===== config.mk =====
export PLATFORM = sky130hd
export DESIGN_NAME = gamepad_paddle_quadrature_decoder_unit
export DESIGN_NICKNAME = d
export VERILOG_FILES = /design/src/rtl/gpqd_pkg.sv /design/src/rtl/gpqd_step.sv /design/src/rtl/gamepad_paddle_quadrature_decoder_unit.sv
export SDC_FILE = /design/constraint.sdc
export NUM_CORES = 1
export LEC_CHECK = 0
export BUFFER_PORTS_ARGS = -buffer_cell sky130_fd_sc_hd__buf_2
export CAP_MARGIN = 20
export CORE_MARGIN = 2
export CORE_UTILIZATION = 45
export CTS_BUF_LIST = sky130_fd_sc_hd__clkbuf_8 sky130_fd_sc_hd__clkbuf_16
export DETAILED_ROUTE_END_ITERATION = 16
export HOLD_SLACK_MARGIN = 0.02
export SYNTH_ARGS = -nofsm -noshare
export SYNTH_HDL_FRONTEND = slang
export SYNTH_SLANG_ARGS = --single-unit

===== constraint.sdc =====
create_clock -name aclk -period 6.7 [get_ports aclk]
set_clock_uncertainty 0.2 [all_clocks]
set_input_delay 1.34 -clock aclk [delete_from_list [all_inputs] [get_ports aclk]]
set_output_delay 1.34 -clock aclk [all_outputs]
set_load 0.02 [all_outputs]

===== src/rtl/gpqd_pkg.sv =====
`default_nettype none

package gpqd_pkg;

    // default number of controller ports held in the state memory
    localparam int PORTS_DEFAULT = 4;

    // configuration register indexes
    localparam logic [1:0] CFG_ALT_MODE   = 2'd0;
    localparam logic [1:0] CFG_DELTA_TBL  = 2'd1;
    localparam logic [1:0] CFG_STEP_MULT  = 2'd2;

    localparam int CFG_IDX_W  = 2;
    localparam int CFG_DATA_W = 32;

    // reset values of the configuration registers
    localparam logic        ALT_MODE_RST  = 1'b0;
    localparam logic [31:0] DELTA_TBL_RST = 32'd0;
    localparam logic [6:0]  STEP_MULT_RST = 7'd1;

    // pattern masks for the select and start combos
    localparam logic [6:0] COMBO_SEL_MASK   = 7'h03;
    localparam logic [6:0] COMBO_START_MASK = 7'h0C;

    localparam logic [7:0]  POS_MAX    = 8'd255;
    localparam logic [15:0] AXIS_BIAS  = 16'd32768;

    // one pin sample, 0 = low / pressed
    typedef struct packed {
        logic up;
        logic dn;
        logic lf;
        logic rt;
        logic tl;
        logic th;
        logic tr;
    } pins_t;

    // per-port state word kept in the state memory
    typedef struct packed {
        logic       drv;
        logic [1:0] quad;
        logic [6:0] pin;
        logic [7:0] pos;
    } port_st_t;

    localparam port_st_t PORT_ST_RST = '{drv: 1'b0, quad: 2'd3, pin: 7'd0, pos: 8'd128};

    // one result
    typedef struct packed {
        logic               updated;
        logic               driving;
        logic               pad_up;
        logic               pad_down;
        logic               pad_left;
        logic               pad_right;
        logic               button_a;
        logic               button_b;
        logic               button_select;
        logic               button_start;
        logic [7:0]         paddle_position;
        logic signed [15:0] axis_x;
    } res_t;

endpackage

`default_nettype wire


===== src/rtl/gpqd_step.sv =====
`default_nettype none

module gpqd_step (
    input  wire logic               alt_mode,
    input  wire logic [31:0]        delta_tbl,
    input  wire logic [6:0]         step_mult,
    input  wire gpqd_pkg::pins_t    pins,
    input  wire gpqd_pkg::port_st_t st_cur,
    output gpqd_pkg::port_st_t      st_next,
    output gpqd_pkg::res_t          res
);
    import gpqd_pkg::*;

    logic [1:0]        cur_code;
    logic [1:0]        prev_code;
    logic              second;
    logic              act_both_low;
    logic              drv_a;
    logic              quad_chg;
    logic [1:0]        delta;
    logic              act_step;
    logic              drv_b;
    logic              move;
    logic signed [8:0] offset;
    logic signed [9:0] pos_sum;
    logic [7:0]        pos_new;
    logic [6:0]        pat;
    logic              sel;
    logic              run;
    logic              upd;

    assign cur_code  = {pins.up, pins.dn};
    assign prev_code = st_cur.quad;
    assign second    = alt_mode ? pins.th : pins.tr;

    // driving mode entry: both quadrature lines low
    assign act_both_low = !alt_mode && !st_cur.drv && !pins.up && !pins.dn;
    assign drv_a        = st_cur.drv | act_both_low;

    // step lookup from the previous and current codes
    assign quad_chg = !alt_mode && (cur_code != prev_code);
    assign delta    = 2'(delta_tbl >> {prev_code, cur_code, 1'b0});

    // driving mode entry: nonzero step touching code 0
    assign act_step = quad_chg && !drv_a && (delta != 2'b00)
                      && ((cur_code == 2'b00) || (prev_code == 2'b00));
    assign drv_b    = drv_a | act_step;
    assign move     = quad_chg && drv_b && (delta != 2'b00);

    // step times multiplier, delta is one of -2, -1, 0, 1
    always_comb begin
        unique case (delta)
            2'b01:   offset = $signed({2'b00, step_mult});
            2'b11:   offset = -$signed({2'b00, step_mult});
            2'b10:   offset = -$signed({1'b0, step_mult, 1'b0});
            default: offset = '0;
        endcase
    end

    // saturating position update
    assign pos_sum = $signed({2'b00, st_cur.pos}) + $signed({offset[8], offset});
    always_comb begin
        if (!move) begin
            pos_new = st_cur.pos;
        end else if (pos_sum < 0) begin
            pos_new = '0;
        end else if (pos_sum > $signed({2'b00, POS_MAX})) begin
            pos_new = POS_MAX;
        end else begin
            pos_new = pos_sum[7:0];
        end
    end

    // pattern compare for the change flag
    assign pat = {1'b1, second, pins.tl, pins.rt, pins.lf, pins.dn, pins.up};
    assign sel = alt_mode && ((pat & COMBO_SEL_MASK) == '0);
    assign run = alt_mode && ((pat & COMBO_START_MASK) == '0);
    assign upd = (pat != st_cur.pin) || act_both_low || act_step;

    assign st_next.drv  = drv_b;
    assign st_next.quad = cur_code;
    assign st_next.pin  = upd ? pat : st_cur.pin;
    assign st_next.pos  = pos_new;

    // button mapping
    always_comb begin
        res                 = '0;
        res.updated         = upd;
        res.driving         = drv_b;
        res.paddle_position = pos_new;
        res.pad_up          = !pins.up;
        res.pad_down        = !pins.dn;
        res.pad_left        = !pins.lf;
        res.pad_right       = !pins.rt;
        if (drv_b) begin
            res.pad_up   = 1'b0;
            res.pad_down = 1'b0;
            res.button_a = !pins.tl;
            res.button_b = !second;
            res.axis_x   = $signed({pos_new, 8'h00} - AXIS_BIAS);
        end else if (alt_mode) begin
            res.button_a = !pins.th;
            res.button_b = !pins.tl;
            if (sel) begin
                res.pad_up        = 1'b0;
                res.pad_down      = 1'b0;
                res.button_select = 1'b1;
            end
            if (run) begin
                res.pad_left     = 1'b0;
                res.pad_right    = 1'b0;
                res.button_start = 1'b1;
            end
        end else begin
            res.button_a = !pins.tl;
            res.button_b = !pins.tr;
        end
    end

endmodule

`default_nettype wire


===== src/rtl/gamepad_paddle_quadrature_decoder_unit.sv =====
`default_nettype none

// Paddle / pad decoder for up to PORTS controller ports. Each request is one
// pin sample of one port and yields exactly one result. The per-port state
// (driving flag, last quadrature code, last reported pattern, position) lives
// in a synchronous memory read when the request is taken; the step logic
// updates it and writes it back, with a bypass of the last written entry
// so that back-to-back requests to the same port see fresh state. A request
// passes the request stage and the result register; a new request is taken
// every cycle unless a result is stalled. Ports at or beyond PORTS return an
// all-zero result and leave state untouched. Entries read as their reset
// values until first written, so no clearing pass is needed after reset.

module gamepad_paddle_quadrature_decoder_unit #(
    parameter int PORTS = gpqd_pkg::PORTS_DEFAULT
) (
    input  wire logic                            aclk,
    input  wire logic                            aresetn,

    input  wire logic                            cfg_wr_en,
    input  wire logic [gpqd_pkg::CFG_IDX_W-1:0]  cfg_index,
    input  wire logic [gpqd_pkg::CFG_DATA_W-1:0] cfg_wdata,

    input  wire logic                            s_valid,
    output logic                                 s_ready,
    input  wire logic [1:0]                      s_port,
    input  wire logic                            s_pin_up,
    input  wire logic                            s_pin_down,
    input  wire logic                            s_pin_left,
    input  wire logic                            s_pin_right,
    input  wire logic                            s_pin_tl,
    input  wire logic                            s_pin_th,
    input  wire logic                            s_pin_tr,

    output logic                                 m_valid,
    input  wire logic                            m_ready,
    output logic                                 m_updated,
    output logic                                 m_driving,
    output logic                                 m_pad_up,
    output logic                                 m_pad_down,
    output logic                                 m_pad_left,
    output logic                                 m_pad_right,
    output logic                                 m_button_a,
    output logic                                 m_button_b,
    output logic                                 m_button_select,
    output logic                                 m_button_start,
    output logic [7:0]                           m_paddle_position,
    output logic signed [15:0]                   m_axis_x
);
    import gpqd_pkg::*;

    localparam int IDX_W = (PORTS > 1) ? $clog2(PORTS) : 1;

    // configuration registers
    logic        alt_mode_reg;
    logic [31:0] delta_tbl_reg;
    logic [6:0]  step_mult_reg;

    always_ff @(posedge aclk) begin
        if (!aresetn) begin
            alt_mode_reg  <= ALT_MODE_RST;
            delta_tbl_reg <= DELTA_TBL_RST;
            step_mult_reg <= STEP_MULT_RST;
        end else if (cfg_wr_en) begin
            unique case (cfg_index)
                CFG_ALT_MODE:  alt_mode_reg  <= cfg_wdata[0];
                CFG_DELTA_TBL: delta_tbl_reg <= cfg_wdata[31:0];
                CFG_STEP_MULT: step_mult_reg <= cfg_wdata[6:0];
                default: ;
            endcase
        end
    end

    logic             s_fire;
    logic             s_in_range;
    logic [IDX_W-1:0] rd_addr;

    logic             s1_valid_reg;
    logic             s1_in_range_reg;
    logic [IDX_W-1:0] s1_addr_reg;
    pins_t            s1_pins_reg;
    logic             s1_adv;

    port_st_t         state_mem [PORTS];
    port_st_t         rd_data_reg;
    logic [PORTS-1:0] vld_reg;

    port_st_t         byp_data_reg;
    logic [IDX_W-1:0] byp_addr_reg;
    logic             byp_valid_reg;

    port_st_t         st_cur;
    port_st_t         st_next;
    res_t             step_res;
    logic             wr_en;

    logic             m_valid_reg;
    res_t             res_reg;

    assign s1_adv     = s1_valid_reg && (!m_valid_reg || m_ready);
    assign s_ready    = !s1_valid_reg || s1_adv;
    assign s_fire     = s_valid && s_ready;
    assign s_in_range = ({30'd0, s_port} < 32'(PORTS));
    assign rd_addr    = IDX_W'(s_port);

    // request stage: capture sample and start the state read
    always_ff @(posedge aclk) begin
        if (!aresetn) begin
            s1_valid_reg <= 1'b0;
        end else if (s_ready) begin
            s1_valid_reg <= s_valid;
        end
    end

    always_ff @(posedge aclk) begin
        if (s_fire) begin
            s1_in_range_reg <= s_in_range;
            s1_addr_reg     <= rd_addr;
            s1_pins_reg     <= '{up: s_pin_up, dn: s_pin_down, lf: s_pin_left,
                                 rt: s_pin_right, tl: s_pin_tl, th: s_pin_th,
                                 tr: s_pin_tr};
        end
    end

    // state memory, one read and one write port
    always_ff @(posedge aclk) begin
        if (s_fire && s_in_range) begin
            rd_data_reg <= state_mem[rd_addr];
        end
    end

    always_ff @(posedge aclk) begin
        if (wr_en) begin
            state_mem[s1_addr_reg] <= st_next;
        end
    end

    // written flags, entries not yet written read as reset state
    always_ff @(posedge aclk) begin
        if (!aresetn) begin
            vld_reg <= '0;
        end else if (wr_en) begin
            vld_reg[s1_addr_reg] <= 1'b1;
        end
    end

    // bypass of the most recent write
    always_ff @(posedge aclk) begin
        if (!aresetn) begin
            byp_valid_reg <= 1'b0;
        end else if (wr_en) begin
            byp_valid_reg <= 1'b1;
        end
    end

    always_ff @(posedge aclk) begin
        if (wr_en) begin
            byp_data_reg <= st_next;
            byp_addr_reg <= s1_addr_reg;
        end
    end

    // select current state of the port
    always_comb begin
        if (!s1_in_range_reg) begin
            st_cur = PORT_ST_RST;
        end else if (byp_valid_reg && (byp_addr_reg == s1_addr_reg)) begin
            st_cur = byp_data_reg;
        end else if (vld_reg[s1_addr_reg]) begin
            st_cur = rd_data_reg;
        end else begin
            st_cur = PORT_ST_RST;
        end
    end

    gpqd_step u_step (
        .alt_mode  (alt_mode_reg),
        .delta_tbl (delta_tbl_reg),
        .step_mult (step_mult_reg),
        .pins      (s1_pins_reg),
        .st_cur    (st_cur),
        .st_next   (st_next),
        .res       (step_res)
    );

    assign wr_en = s1_adv && s1_in_range_reg;

    // result register
    always_ff @(posedge aclk) begin
        if (!aresetn) begin
            m_valid_reg <= 1'b0;
        end else if (s1_adv) begin
            m_valid_reg <= 1'b1;
        end else if (m_ready) begin
            m_valid_reg <= 1'b0;
        end
    end

    always_ff @(posedge aclk) begin
        if (s1_adv) begin
            res_reg <= s1_in_range_reg ? step_res : '0;
        end
    end

    assign m_valid           = m_valid_reg;
    assign m_updated         = res_reg.updated;
    assign m_driving         = res_reg.driving;
    assign m_pad_up          = res_reg.pad_up;
    assign m_pad_down        = res_reg.pad_down;
    assign m_pad_left        = res_reg.pad_left;
    assign m_pad_right       = res_reg.pad_right;
    assign m_button_a        = res_reg.button_a;
    assign m_button_b        = res_reg.button_b;
    assign m_button_select   = res_reg.button_select;
    assign m_button_start    = res_reg.button_start;
    assign m_paddle_position = res_reg.paddle_position;
    assign m_axis_x          = res_reg.axis_x;

endmodule

`default_nettype wire


==> impl_metrics.toml <==
[drt]
vias = 4999
totalWireLength_um = 16700
drt-pass1-iter-count = 5
avgRoutedWirePerCell_um = 18.2
ant_nets = 0
viasPerCell = 5.43
drcViolationCount = 0
drt_iter0_markers = 365

[critical_path]
rrSetupSlack_ns = 1.01
slowest_stage = "o311ai_1"
critPathKind = "reg2reg"
crit_fanout = 14
crit_chain = "xor2_1 -> o311ai_1 -> a21boi_1 -> o32ai_4 -> nand2_1 -> o22ai_1 -> ha_1 -> a21o_1 -> a21oi_1 -> o21bai_1 -> a31o_2 -> or3b_2 -> nor4_2 -> nor2_1 -> buf_4 -> a22oi_1"
path_buf_inv = 1
cp-startpoint = "s1_addr_reg[0]"
cp.required_ns = 6.65
critPathCaptureType = "register"
crit_family = "compound AO/OA/AOI/OAI gates"
r2r_start = "s1_addr_reg[0]"
cp.arrival_ns = 5.64
critPathMaxStageDelay_ns = 0.68
crit_path_start_kind = "register"

[yosys]
async_flop_share_pct = 0
syn_inst = 613
synthMostInstantiatedCell = "edfxtp_1"
synth_top_area_cell = "edfxtp_1"
netlist-cell-type-count = 63
syn_area_um2 = 8180
synthFlopType = "edfxtp_1"
synthTopCellsByArea = "edfxtp_1 (50%), dfxtp_1 (12%), mux4_2 (7.4%), nand2_1 (3.6%), a21boi_0 (3.0%)"
ys_ff_latch = 183
synth_common_cells = "edfxtp_1 (136), nand2_1 (78), dfxtp_1 (47)"
synth_top_area_share_pct = 49.9
synth_edf_count = 136
yosysWarnings = 0
seq_area_frac_synth_pct = 61.5
syn-mean-instance-area_um2 = 13.3

[timing]
slew-limit-headroom_pct = 36.0
worst_slack_ns = 1.01
rsz0062_at_grt = "no"
hold_viol = 0
worst_pin_slew_ns = 0.956
min_period_over_period_pct = 85.0
drv_slew = 0
setup_viol = 0
fmax_mhz = 176
layout_min_cycle_time_ns = 5.69
setup_tns_ns = 0

[finish]
largest_reg_flops = 72
fillers = 1547
drive_above_1_share_pct = 23.9
antenna_cells = 0
synthToLayoutAreaGrowth_pct = 13.8
fin_nets = 736
final_area_um2 = 9310

[power]
vdd_ir_drop_max_mv = 0.186
cellLeakagePower_uw = 0.00338
power_density_nw_per_um2 = 264
p_total_uw = 2460

[global_routing]
grt_start_max_net_pins = 48
antenna_found_initial = 0
grt_pass1_wl_um = 26700
grt_usage_pct = 17.9
gr-total-overflow = 0
grt_pass1_vias = 5045

[die]
dieArea_um2 = 19300
die_y_um = 139
core_area_um2 = 17900
die_w_um = 139
start_util_pct = 45.7
io_pins = 84
rows = 49

[placed_design]
dpl.hpwl_um = 11300
pre_cts_ws_ns = 1.11
routabilityCongestion = 0.885
portBuffers = 75
dpl-instance-area_um2 = 8700

[clock_tree]
cts_buffers = 17
cts_tree = "yes"
postCtsHoldBufs = 0
clkLatencyLatePin_ns = 0.43
cts_root_buffer = "clkbuf_16"
cts.sinks = 183
cts_setup_buffers = 0
ctsResizeCount = 0
clk_path_buf_depth = 2
clk_pin_slew_ns = 0.06
clock_tree.htree_level_count = 4

[min_path]
min_from = "delta_tbl_reg[13]"
min_path_type = "reg2reg"

[run]
maxCapViolations = 0

[outcome]
status = "complete, no violations"
[worst register-to-register path, cell delays in order, from the launching register on]
cell      delay [ns]
edfxtp_1        0.53
xor2_1          0.29
o311ai_1        0.68
a21boi_1        0.23
o32ai_4         0.58
nand2_1         0.26
o22ai_1         0.24
ha_1            0.29
a21o_1          0.17
a21oi_1         0.22
o21bai_1        0.12
a31o_2          0.26
or3b_2          0.44
nor4_2          0.20
nor2_1          0.07
buf_4           0.19
a22oi_1         0.43
[path summary, 6_finish.rpt]
| kind | endpoint | cells past startpoint |
|---|---|---|
| setup / recovery | state_mem[2][6] | 16 |
| hold / removal | delta_tbl_reg[13] | 2 |
| setup reg to reg | state_mem[2][6] | 16 |
| hold reg to reg | delta_tbl_reg[13] | 2 |
[cell usage in the layout, fill, tap and decap left out, drive strengths merged, types with 13 or more instances in the layout]
cell,Yosys,final
a21boi,35,35
a22oi,18,18
nor2,25,25
dfxtp,47,47
conb,2,13
edfxtp,136,136
clkbuf,26,17
inv,17,22
mux4,27,27
xnor2,14,14
nand2,79,79
buf,26,87
a21oi,18,18
[logic make-up after synthesis]
logic type                 synth area share (%)
other                                    0.0918
AOI/OAI and AO/OA                          11.8
DFF                                        61.5
adders and majority gates                  1.62
xor gates and xnor gates                   2.36
muxes                                      8.86
and+or+nand+nor                            9.50
buffers and inverters                      4.28
[power by group]
group	internal, µW	leakage (µW)	switching, µW
clock network	551	0.000281	426
registers	1260	0.00165	22.6
logic	79.3	0.00145	118
[layout make-up]
class	count	area, µm²	share of cell area, %
sequential	183	5020	54.0
inverter	17	63.8	0.686
multi-input combinational	372	2860	30.8
tap	229	287	3.08
timing repair buffer	87	493	5.30
clock buffer	17	425	4.57
clock inverter	15	150	1.61
[routing by layer]
metal	wire [µm]	track usage, %
met5	0	0
met4	267	5.74
met3	771	3.80
met2	8330	30.0
met1	7380	23.3
[per-stage QoR]
stage / hold WS (ns) / cells / utilization (%)
floorplan: 0.221 / 624 / -
global placement: 0.251 / 885 / 48.5
detailed placement: 0.258 / 887 / 48.6
CTS: 0.267 / 919 / 51.8
global route: 0.277 / 920 / 52.0
finish: 0.264 / 920 / 52.0
Note: power is estimated with default switching activity, not from simulation.
